### src/hdl/token_bucket_packet_shaper_core_defines.svh
// Assertion macros for the token bucket shaper.
// All of them expect clk and arst_n in the scope where they are used.
`ifndef TOKEN_BUCKET_PACKET_SHAPER_CORE_DEFINES_SVH
`define TOKEN_BUCKET_PACKET_SHAPER_CORE_DEFINES_SVH

// Condition that holds at every edge out of reset.
`define TBS_ASSERT_ALWAYS(label, cond, msg) \
	label: assert property (@(posedge clk) disable iff (!arst_n) (cond)) else $error(msg);

// Same-cycle implication.
`define TBS_ASSERT_IMP(label, ante, cons, msg) \
	label: assert property (@(posedge clk) disable iff (!arst_n) (ante) |-> (cons)) \
		else $error(msg);

// Next-cycle implication.
`define TBS_ASSERT_NXT(label, ante, cons, msg) \
	label: assert property (@(posedge clk) disable iff (!arst_n) (ante) |=> (cons)) \
		else $error(msg);

`endif

### src/hdl/tbs_pkg.sv
`timescale 1ns / 1ps

package tbs_pkg;

	localparam int QUEUE_DEPTH = 16;
	localparam int QPTR_W      = (QUEUE_DEPTH > 1) ? $clog2(QUEUE_DEPTH) : 1;
	localparam int QCNT_W      = $clog2(QUEUE_DEPTH + 1);
	localparam int NEED_W      = 16;
	localparam int ID_W        = 32;
	localparam int ENTRY_W     = ID_W + NEED_W;
	localparam int STATUS_W    = 3;

	localparam logic [NEED_W-1:0] DEPTH_RESET = 16'd10;

	typedef enum logic [STATUS_W-1:0] {
		ST_TOKEN_ADDED   = 3'd0,
		ST_TOKEN_DROPPED = 3'd1,
		ST_PKT_QUEUED    = 3'd2,
		ST_PKT_TOO_BIG   = 3'd3,
		ST_QUEUE_FULL    = 3'd4
	} status_code_t;

	// Controller to datapath commands
	typedef struct packed {
		logic arrive; // apply the incoming item (transfer cycle)
		logic settle; // head release check and result load
	} dp_cmd_t;

	function automatic logic [QPTR_W-1:0] next_slot(input logic [QPTR_W-1:0] ptr);
		logic [QPTR_W-1:0] nxt;
		if (ptr == QPTR_W'(QUEUE_DEPTH - 1)) begin
			nxt = '0;
		end else begin
			nxt = ptr + 1'b1;
		end
		return nxt;
	endfunction

endpackage

### src/hdl/tbs_ram.sv
`timescale 1ns / 1ps

module tbs_ram #(
	parameter int WIDTH = 8,
	parameter int DEPTH = 16
) (
	input  logic                             clk,
	input  logic                             wr_en,
	input  logic [$clog2(DEPTH)-1:0]         wr_addr,
	input  logic [WIDTH-1:0]                 wr_data,
	input  logic [$clog2(DEPTH)-1:0]         rd_addr,
	output logic [WIDTH-1:0]                 rd_data
);

	logic [WIDTH-1:0] mem_q [DEPTH];
	logic [WIDTH-1:0] rd_data_q;

	always_ff @(posedge clk) begin
		if (wr_en) begin
			mem_q[wr_addr] <= wr_data;
		end
		rd_data_q <= mem_q[rd_addr];
	end

	assign rd_data = rd_data_q;

endmodule

### src/hdl/tbs_ctrl.sv
`timescale 1ns / 1ps
`include "token_bucket_packet_shaper_core_defines.svh"

module tbs_ctrl import tbs_pkg::*; (
	input  logic    clk,
	input  logic    arst_n,
	input  logic    in_valid,
	output logic    in_stall,
	output logic    out_valid,
	input  logic    out_stall,
	output dp_cmd_t cmd
);

	typedef enum logic [1:0] {
		ST_IDLE,
		ST_FETCH,
		ST_SETTLE
	} state_t;

	state_t state_q;
	logic   out_valid_q;
	logic   load;

	assign in_stall   = (state_q != ST_IDLE);
	assign load       = (state_q == ST_SETTLE) && (!out_valid_q || !out_stall);
	assign cmd.arrive = (state_q == ST_IDLE) && in_valid;
	assign cmd.settle = load;
	assign out_valid  = out_valid_q;

	always_ff @(posedge clk or negedge arst_n) begin
		if (!arst_n) begin
			state_q     <= ST_IDLE;
			out_valid_q <= 1'b0;
		end else begin
			if (load) begin
				out_valid_q <= 1'b1;
			end else if (!out_stall) begin
				out_valid_q <= 1'b0;
			end
			case (state_q)
				ST_IDLE: begin
					if (in_valid) begin
						state_q <= ST_FETCH;
					end
				end
				ST_FETCH: begin
					state_q <= ST_SETTLE;
				end
				ST_SETTLE: begin
					if (load) begin
						state_q <= ST_IDLE;
					end
				end
				default: begin
					state_q <= ST_IDLE;
				end
			endcase
		end
	end

	`TBS_ASSERT_IMP(a_no_overwrite, cmd.settle, !(out_valid_q && out_stall), "result overwritten while held")
	`TBS_ASSERT_NXT(a_arrive_to_fetch, cmd.arrive, (state_q == ST_FETCH) && in_stall, "arrival did not start fetch")

endmodule

### src/hdl/tbs_dp.sv
`timescale 1ns / 1ps
`include "token_bucket_packet_shaper_core_defines.svh"

module tbs_dp import tbs_pkg::*; (
	input  logic                clk,
	input  logic                arst_n,
	input  dp_cmd_t             cmd,
	input  logic                cfg_wen,
	input  logic [NEED_W-1:0]   cfg_wdata,
	input  logic                op,
	input  logic [NEED_W-1:0]   packet_need,
	output logic [STATUS_W-1:0] status,
	output logic                released,
	output logic [ID_W-1:0]     released_id,
	output logic [NEED_W-1:0]   released_need,
	output logic [NEED_W-1:0]   tokens_now,
	output logic [QCNT_W-1:0]   queue_count
);

	logic [NEED_W-1:0] bucket_depth_q;
	logic [NEED_W-1:0] tokens_q;
	logic [QPTR_W-1:0] head_q;
	logic [QPTR_W-1:0] tail_q;
	logic [QCNT_W-1:0] count_q;
	logic [ID_W-1:0]   arrival_q;
	status_code_t      status_q;

	logic [STATUS_W-1:0] res_status_q;
	logic                res_rel_q;
	logic [ID_W-1:0]     res_id_q;
	logic [NEED_W-1:0]   res_need_q;
	logic [NEED_W-1:0]   res_tokens_q;
	logic [QCNT_W-1:0]   res_count_q;

	logic [ID_W-1:0]    arr_id;
	logic               tok_room;
	status_code_t       arr_status;
	logic               wr_en;
	logic [ENTRY_W-1:0] rd_data;
	logic [ID_W-1:0]    head_id;
	logic [NEED_W-1:0]  head_need;
	logic               rel_ok;
	logic [NEED_W-1:0]  tokens_after;
	logic [QCNT_W-1:0]  count_after;

	assign arr_id   = arrival_q + 1'b1;
	assign tok_room = tokens_q < bucket_depth_q;

	always_comb begin
		wr_en = 1'b0;
		if (!op) begin
			arr_status = tok_room ? ST_TOKEN_ADDED : ST_TOKEN_DROPPED;
		end else if (packet_need > bucket_depth_q) begin
			arr_status = ST_PKT_TOO_BIG;
		end else if (count_q == QCNT_W'(QUEUE_DEPTH)) begin
			arr_status = ST_QUEUE_FULL;
		end else begin
			arr_status = ST_PKT_QUEUED;
			wr_en      = cmd.arrive;
		end
	end

	tbs_ram #(
		.WIDTH (ENTRY_W),
		.DEPTH (QUEUE_DEPTH)
	) u_wait_ram (
		.clk     (clk),
		.wr_en   (wr_en),
		.wr_addr (tail_q),
		.wr_data ({arr_id, packet_need}),
		.rd_addr (head_q),
		.rd_data (rd_data)
	);

	assign head_id      = rd_data[ENTRY_W-1:NEED_W];
	assign head_need    = rd_data[NEED_W-1:0];
	assign rel_ok       = (count_q != '0) && (tokens_q >= head_need);
	assign tokens_after = rel_ok ? (tokens_q - head_need) : tokens_q;
	assign count_after  = rel_ok ? (count_q - 1'b1) : count_q;

	always_ff @(posedge clk or negedge arst_n) begin
		if (!arst_n) begin
			bucket_depth_q <= DEPTH_RESET;
			tokens_q       <= '0;
			head_q         <= '0;
			tail_q         <= '0;
			count_q        <= '0;
			arrival_q      <= '0;
		end else begin
			if (cfg_wen) begin
				bucket_depth_q <= cfg_wdata;
			end
			if (cmd.arrive) begin
				if (!op) begin
					if (tok_room) begin
						tokens_q <= tokens_q + 1'b1;
					end
				end else begin
					arrival_q <= arr_id;
					if (wr_en) begin
						tail_q  <= next_slot(tail_q);
						count_q <= count_q + 1'b1;
					end
				end
			end
			if (cmd.settle && rel_ok) begin
				tokens_q <= tokens_after;
				head_q   <= next_slot(head_q);
				count_q  <= count_after;
			end
		end
	end

	always_ff @(posedge clk) begin
		if (cmd.arrive) begin
			status_q <= arr_status;
		end
		if (cmd.settle) begin
			res_status_q <= status_q;
			res_rel_q    <= rel_ok;
			res_id_q     <= rel_ok ? head_id : '0;
			res_need_q   <= rel_ok ? head_need : '0;
			res_tokens_q <= tokens_after;
			res_count_q  <= count_after;
		end
	end

	assign status        = res_status_q;
	assign released      = res_rel_q;
	assign released_id   = res_id_q;
	assign released_need = res_need_q;
	assign tokens_now    = res_tokens_q;
	assign queue_count   = res_count_q;

	`TBS_ASSERT_ALWAYS(a_count_bound, count_q <= QCNT_W'(QUEUE_DEPTH), "wait count beyond queue depth")
	`TBS_ASSERT_IMP(a_ptr_match, (count_q == '0) || (count_q == QCNT_W'(QUEUE_DEPTH)), head_q == tail_q, "pointers disagree with count")
	`TBS_ASSERT_NXT(a_token_add, cmd.arrive && !op && tok_room, tokens_q == NEED_W'($past(tokens_q) + 1'b1), "token not added")

endmodule

### src/hdl/token_bucket_packet_shaper_core.sv
`timescale 1ns / 1ps
// Channel  Handshake             Payload
// in       in_valid / in_stall   op, packet_need
// out      out_valid / out_stall status, released, released_id, released_need,
//                                tokens_now, queue_count
// cfg      cfg_wen               cfg_wdata (bucket depth)
//
// Each item goes through transfer, wait-store read and release check, in that order. The
// wait-store read step comes from the registered read port of the wait store RAM.
// arst_n clears bucket (0 tokens), queue pointers, sequence number and sets
// the depth to 10; the wait store itself is not cleared.
// A result held under out_stall does not block the next input transfer; only
// the release step waits for the output register to free up.
module token_bucket_packet_shaper_core import tbs_pkg::*; (
	input  logic                clk,
	input  logic                arst_n,
	// configuration
	input  logic                cfg_wen,
	input  logic [NEED_W-1:0]   cfg_wdata,
	// input items
	input  logic                in_valid,
	output logic                in_stall,
	input  logic                op,
	input  logic [NEED_W-1:0]   packet_need,
	// results
	output logic                out_valid,
	input  logic                out_stall,
	output logic [STATUS_W-1:0] status,
	output logic                released,
	output logic [ID_W-1:0]     released_id,
	output logic [NEED_W-1:0]   released_need,
	output logic [NEED_W-1:0]   tokens_now,
	output logic [QCNT_W-1:0]   queue_count
);

	// arrive: item applied on its transfer cycle (token add, enqueue, drop)
	// settle: head entry is checked against the bucket and the result loaded
	dp_cmd_t cmd;

	// Sequencer: idle -> fetch (RAM read at head) -> settle
	tbs_ctrl u_ctrl (
		.clk       (clk),
		.arst_n    (arst_n),
		.in_valid  (in_valid),
		.in_stall  (in_stall),
		.out_valid (out_valid),
		.out_stall (out_stall),
		.cmd       (cmd)
	);

	// Bucket, queue pointers, wait store and result register
	tbs_dp u_dp (
		.clk           (clk),
		.arst_n        (arst_n),
		.cmd           (cmd),
		.cfg_wen       (cfg_wen),
		.cfg_wdata     (cfg_wdata),
		.op            (op),
		.packet_need   (packet_need),
		.status        (status),
		.released      (released),
		.released_id   (released_id),
		.released_need (released_need),
		.tokens_now    (tokens_now),
		.queue_count   (queue_count)
	);

endmodule

### config.mk
export PLATFORM = sky130hd
export DESIGN_NAME = token_bucket_packet_shaper_core
export DESIGN_NICKNAME = d
export VERILOG_FILES = /design/src/hdl/tbs_pkg.sv /design/src/hdl/tbs_ram.sv /design/src/hdl/tbs_ctrl.sv /design/src/hdl/tbs_dp.sv /design/src/hdl/token_bucket_packet_shaper_core.sv
export VERILOG_INCLUDE_DIRS = /design/src /design/src/hdl
export SDC_FILE = /design/constraint.sdc
export NUM_CORES = 1
export LEC_CHECK = 0
export CORE_MARGIN = 3
export CORE_UTILIZATION = 57
export CTS_CLUSTER_SIZE = 14
export DETAILED_ROUTE_END_ITERATION = 12
export DONT_BUFFER_PORTS = 1
export PLACE_DENSITY_LB_ADDON = 0.3
export SYNTH_ARGS = -nofsm -noshare
export SYNTH_HDL_FRONTEND = slang
export SYNTH_SLANG_ARGS = --single-unit
### constraint.sdc
create_clock -name clk -period 6.4 [get_ports clk]
set_input_delay 1.28 -clock clk [delete_from_list [all_inputs] [get_ports clk]]
set_output_delay 1.28 -clock clk [all_outputs]
set_load 0.01 [all_outputs]
After elaboration in Yosys (flattened, before gate mapping)
Memories as Yosys holds them, arrays and structs flattened. A register that Yosys moved wholly into a read port is not among the register bits.
Cells that the tools add are included.
Storage, ports and cells
  RAM bits: 768
  register bits after elaboration: 156
  logic and storage cells: 80
  memories: 1
  output and inout bits: 75
  input bits: 38
Cells by class
  magnitude comparators: 3
  $add $sub $neg: 7
  reduce and logical (&&, ||, !) cells: 19
  equality and inequality tests: 9
  muxes and demuxes: 26
Memories
  u_dp.u_wait_ram.mem_q: depth 16, width 48, read ports 1, clocked after memory_dff 1, wr ports 1, line tbs_ram.sv:15  | logic [WIDTH-1:0] mem_q [DEPTH];
Operator list (number)
  $mux 16: 5
  $add 32x1->32 const B: 1
  $mux 5: 5
  $add 16x1->16 const B: 1
  $ge 16x16->1: 1
  $gt 16x16->1: 1
  $lt 16x16->1: 1
  $sub 16x16->16: 1
  $reduce_bool 2->1: 5
  $mux 3: 3
  $reduce_and 3->1: 3
  $add 4x1->4 const B: 2
  $eq 4x4->1 const B: 2
  $mux 1: 8
  $mux 4: 2
  $ne 2x1->1 const B: 3
  $pmux 2 s3: 1
  $add 5x1->5 const B: 1
  $eq 5x5->1 const B: 1
  $reduce_bool 5->1: 1
  $sub 5x1->5 const B: 1
  $logic_and 1x1->1: 4
  $mux 2: 2
  $reduce_and 2->1: 2
  6 further kinds: 7

Logic depth before layout (Yosys ltp)
  word-level depth: 9
  mapped depth: 13
  gate-level depth less buffers: 11

By module
A second synthesis with hierarchy kept.
Second synthesis, totals
  cells, all modules: 2047
  area total of the unflattened synthesis: 38159.1 µm²
By module, submodules not included
  tbs_ram: instances 1, cells each 1242, area each 29694.7 µm², sequential area each 24023.0 µm²
  tbs_dp: instances 1, cells each 791, area each 8331.7 µm², sequential area each 4211.5 µm²
  tbs_ctrl: instances 1, cells each 14, area each 132.6 µm², sequential area each 75.1 µm²

Worst setup path after synthesis
OpenSTA, ideal clock, no wires.
  path type: input to register
  from: input port packet_need[7]
  to: memory u_dp.u_wait_ram.mem_q[3][0] in the netlist's numbering, enable pin
  data required time: 5827 ps
  data arrival time: 7358 ps
  setup slack: -1531 ps
  path buffers: 0
  stages on the path: 7
  setup time: 573 ps
  path through: ha_1 > and3_1 > a221oi_1 > o22ai_1 > o31ai_2 > nand2_2 > nor4_1
On the way
  longest elaborated chain between the ends: 5
RTL lines
  start, declared: line token_bucket_packet_shaper_core.sv:24  | input logic [NEED_W-1:0] packet_need,
  $gt 16x16->1: line tbs_dp.sv:53  | end else if (packet_need > bucket_depth_q) begin
  $mux 1: line tbs_dp.sv:53
  $mux 1: line tbs_dp.sv:51  | if (!op) begin
  $mux 1: line tbs_ram.sv:19  | if (wr_en) begin
  $mux 1 (implied by the code): line tbs_ram.sv:20  | mem_q[wr_addr] <= wr_data;
  end, declared: line tbs_ram.sv:15
No other way between the ends.

Worst setup path after layout
  from: input port packet_need[7]
  to: memory u_dp.u_wait_ram.mem_q[13][16] in the netlist's numbering, enable pin
Same word-level chain as after synthesis.

==> results.py <==
metrics = {
    "run_status": {
        "status": "completed",
    },
    "setup_path": {
        "startpoint_type": "primary input",
        "reg2reg_to": "u_dp.u_wait_ram.mem_q[13][16]",
        "cp-end-kind": "flip-flop",
        "cp.required_ns": 6.73,
        "cp.arrival_ns": 4.78,
        "rr_worst_depth": 10,
        "path_max_fanout": 30,
        "crit_type": "in -> reg",
        "reg2reg_from": "u_dp.bucket_depth_q[7]",
        "rrSetupSlack_ns": 2.20,
    },
    "clock_tree": {
        "cts.path.max_buffers": 3,
        "cts-root-buf": "clkbuf_16",
        "numCtsBuffers": 94,
        "path_clk_slew_ns": 0.06,
        "postCtsSetupBuffers": 0,
        "cts_hold_buf": 0,
        "htreeDepth": 3,
        "cts_resized": 0,
        "clock_latency_ns": 0.65,
        "clock_sinks": 972,
        "tritoncts": "built",
    },
    "synth": {
        "ys_types": 67,
        "async_flop_share_pct": 8.230,
        "synth-edff-count": 844,
        "muxShareOfSynthArea_pct": 14.45,
        "synth-simple-area-share_pct": 4.223,
        "syn_area_sq_mm": 0.03834,
        "synthXorXnorAreaFrac_pct": 2.148,
        "synth-compound-area-share_pct": 2.076,
        "synth_flop_cell": "edfxtp_1",
        "synth_seq_area_share_pct": 73.84,
        "synth-warning-count": 0,
        "avgSynthCellArea_sq_um": 19.59,
        "netlist_instances": 1957,
        "synth-adder-area-share_pct": 1.880,
        "synth_top_family_by_area": "multiplexers",
        "ys_ff_latch": 972,
        "synth_nets": 2052,
    },
    "sta": {
        "relSlewSlack_pct": 4.834,
        "fmax_mhz": 224.8,
        "hold_viol_final": 0,
        "fin_worst_skew_ns": 0.02342,
        "min_period_ns": 4.448,
        "final-setup-viol-count": 0,
        "final_max_slew_viol_count": 0,
        "fin_crit_sh_pct": 69.50,
        "rsz0062_at_grt": "false",
        "tightest_slew_ns": 1.417,
        "timing.setup.tns_ns": 0,
    },
    "layout": {
        "antenna_cells": 0,
        "area_growth_pct": 12.00,
        "drive_gt1_share_pct": 23.54,
        "nets": 2116,
        "final_common_cell": "edfxtp_1",
        "final_cell_mix": "edfxtp_1 (844), mux4_2 (240), nand2_1 (107)",
    },
    "global_routing": {
        "grt_max_degree": 98,
        "grt_pass1_wl_mm": 126.3,
        "grt_overflow": 0,
        "track_usage_pct": 24.38,
        "grt_pass1_vias": 19570,
        "antenna_found_initial": 1,
    },
    "floorplan": {
        "die_y_microns": 265.3,
        "row_count": 94,
        "coreArea_sq_mm": 0.06622,
        "die_x_microns": 265.3,
        "die_area_sq_mm": 0.07041,
        "start_util_pct": 57.90,
        "num_io_pins": 113,
    },
    "route": {
        "wl_per_cell_microns": 28.20,
        "vias": 18770,
        "drcViolationCount": 0,
        "antenna_left": 0,
        "viasPerCell": 6.327,
        "dr.first_iter.drc_count": 2211,
        "drtPass1Iterations": 5,
        "drt-total-wl_mm": 83.66,
    },
    "power": {
        "power_density_mw_per_mm2": 334.9,
        "p_total_mw": 14.38,
        "p_leak_nw": 14.61,
        "ir_drop_uv": 194.3,
    },
    "run": {
        "max_cap_violations": 0,
    },
    "worst_hold_path": {
        "min_path_type": "in -> async",
    },
    "placed_design": {
        "place.gp.congestion": 0.9155,
        "port_buffers": 0,
        "dp_hpwl_mm": 47.86,
    },
}
==> through the flow <==
step	utilization (%)	hold slack, ns	area [sq um]	worst slack (ns)	instances
final	64.85	0.3183	42940	1.952	2967
after global routing	64.85	0.2935	42940	1.806	2967
after CTS	64.79	0.2763	42900	2.028	2966
after detailed placement	59.84	0.4156	39620	1.414	2788
after global placement	59.84	0.4067	39620	1.465	2788
after floorplan	-	0.4003	38340	-1.531	1957
==> worst max-delay path, stage by stage <==
cell      delay, ns
ha_1           0.28
and3_1         0.20
a221oi_1       0.29
o22ai_1        0.15
o31ai_2        0.58
and2_0         0.50
nand3_1        0.40
nor2_4         0.72
buf_12         0.33
==> cell type report <==
| cell class | count | area [sq um] |
|---|---|---|
| Tap cell | 864 | 1081 |
| Inverter | 51 | 191.4 |
| Clock inverter | 65 | 787.0 |
| Clock buffer | 113 | 2494 |
| Sequential cell | 972 | 28320 |
| Multi-Input combinational cell | 854 | 9615 |
| Timing Repair Buffer | 48 | 447.9 |
| Fill cell | 4243 | 23280 |
==> flip-flops by register name (all words and copies together) (netlist names), 4 cells and up <==
register / count
u_dp.bucket_depth_q: 16
u_dp.u_wait_ram.rd_data: 48
u_dp.tokens_q: 16
u_dp.released_id: 32
u_dp.tail_q: 4
u_dp.tokens_now: 16
u_dp.head_q: 4
u_dp.released_need: 16
u_dp.count_q: 5
u_dp.queue_count: 5
u_dp.u_wait_ram.mem_q: 768
u_dp.arrival_q: 32
==> Yosys cell counts (all sizes together) (2+ instances only) <==
cell     instances  share of area (%)
o21ai           45               0.60
a211oi           6               0.13
edfxtp         844                 66
a31oi            4              0.065
nor2            67               0.68
inv             51               0.50
nand3           26               0.37
o211ai           4              0.078
nand4           16               0.28
and3             8               0.13
a221oi           3              0.069
xor2            37               0.85
o22ai            2              0.033
ha              56                1.8
o21a             6               0.12
o31ai            6               0.14
nor3            18               0.30
nor4             9               0.16
clkbuf          54               0.53
nor3b            7               0.16
mux4           240                 14
dfstp            2               0.14
and2            47               0.77
o21bai           3              0.059
nor2b            3              0.049
dfxtp           48                2.5
or4              2              0.039
a21oi           27               0.35
nand2b           5              0.082
a21o             9               0.18
dfrtp           78                5.1
nand2          108                1.1
o2111ai          2              0.046
mux2i            9               0.23
mux2             4               0.12
xnor2           57                1.3
or2              4              0.065
buf             26               0.35
or3              2              0.033
==> report_power, final <==
part,internal (mW),total [mW],switching [mW]
logic,0.367,1.05,0.682
registers,7.29,7.52,0.229
clock network,3.44,5.81,2.37
==> worst max path at each step <==
stage / from / end / slack, ns / depth (start not counted)
finish: packet_need[7] / u_dp.u_wait_ram.mem_q[13][16] / 1.95 / 9
CTS: packet_need[7] / u_dp.u_wait_ram.mem_q[13][16] / 2.03 / 9
global placement: packet_need[7] / u_dp.u_wait_ram.mem_q[15][18] / 1.47 / 9
floorplan: packet_need[7] / u_dp.u_wait_ram.mem_q[3][0] / -1.53 / 7
global route: packet_need[7] / u_dp.u_wait_ram.mem_q[13][16] / 1.81 / 9
detailed placement: packet_need[7] / u_dp.u_wait_ram.mem_q[15][19] / 1.41 / 9
==> routing by layer <==
metal	up-vias	track usage, %	wire [microns]
li1	7931	-	-
met1	9891	34.12	33990
met2	816	39.96	41940
met3	133	4.246	5712
met4	0	7.748	2005
met5	-	0	0
==> logic make-up (layout without fill, tap and decap cells) <==
logic type,Yosys count,count (layout)
adder cells (fa/ha/maj),57,57
multiplexers,253,253
flip-flops,972,972
AND/OR/NAND/NOR,324,324
XOR/XNOR,94,94
AO/OA/AOI/OAI,126,126
buffers and inverters,131,277
Note: power is estimated with default switching activity, not from simulation.
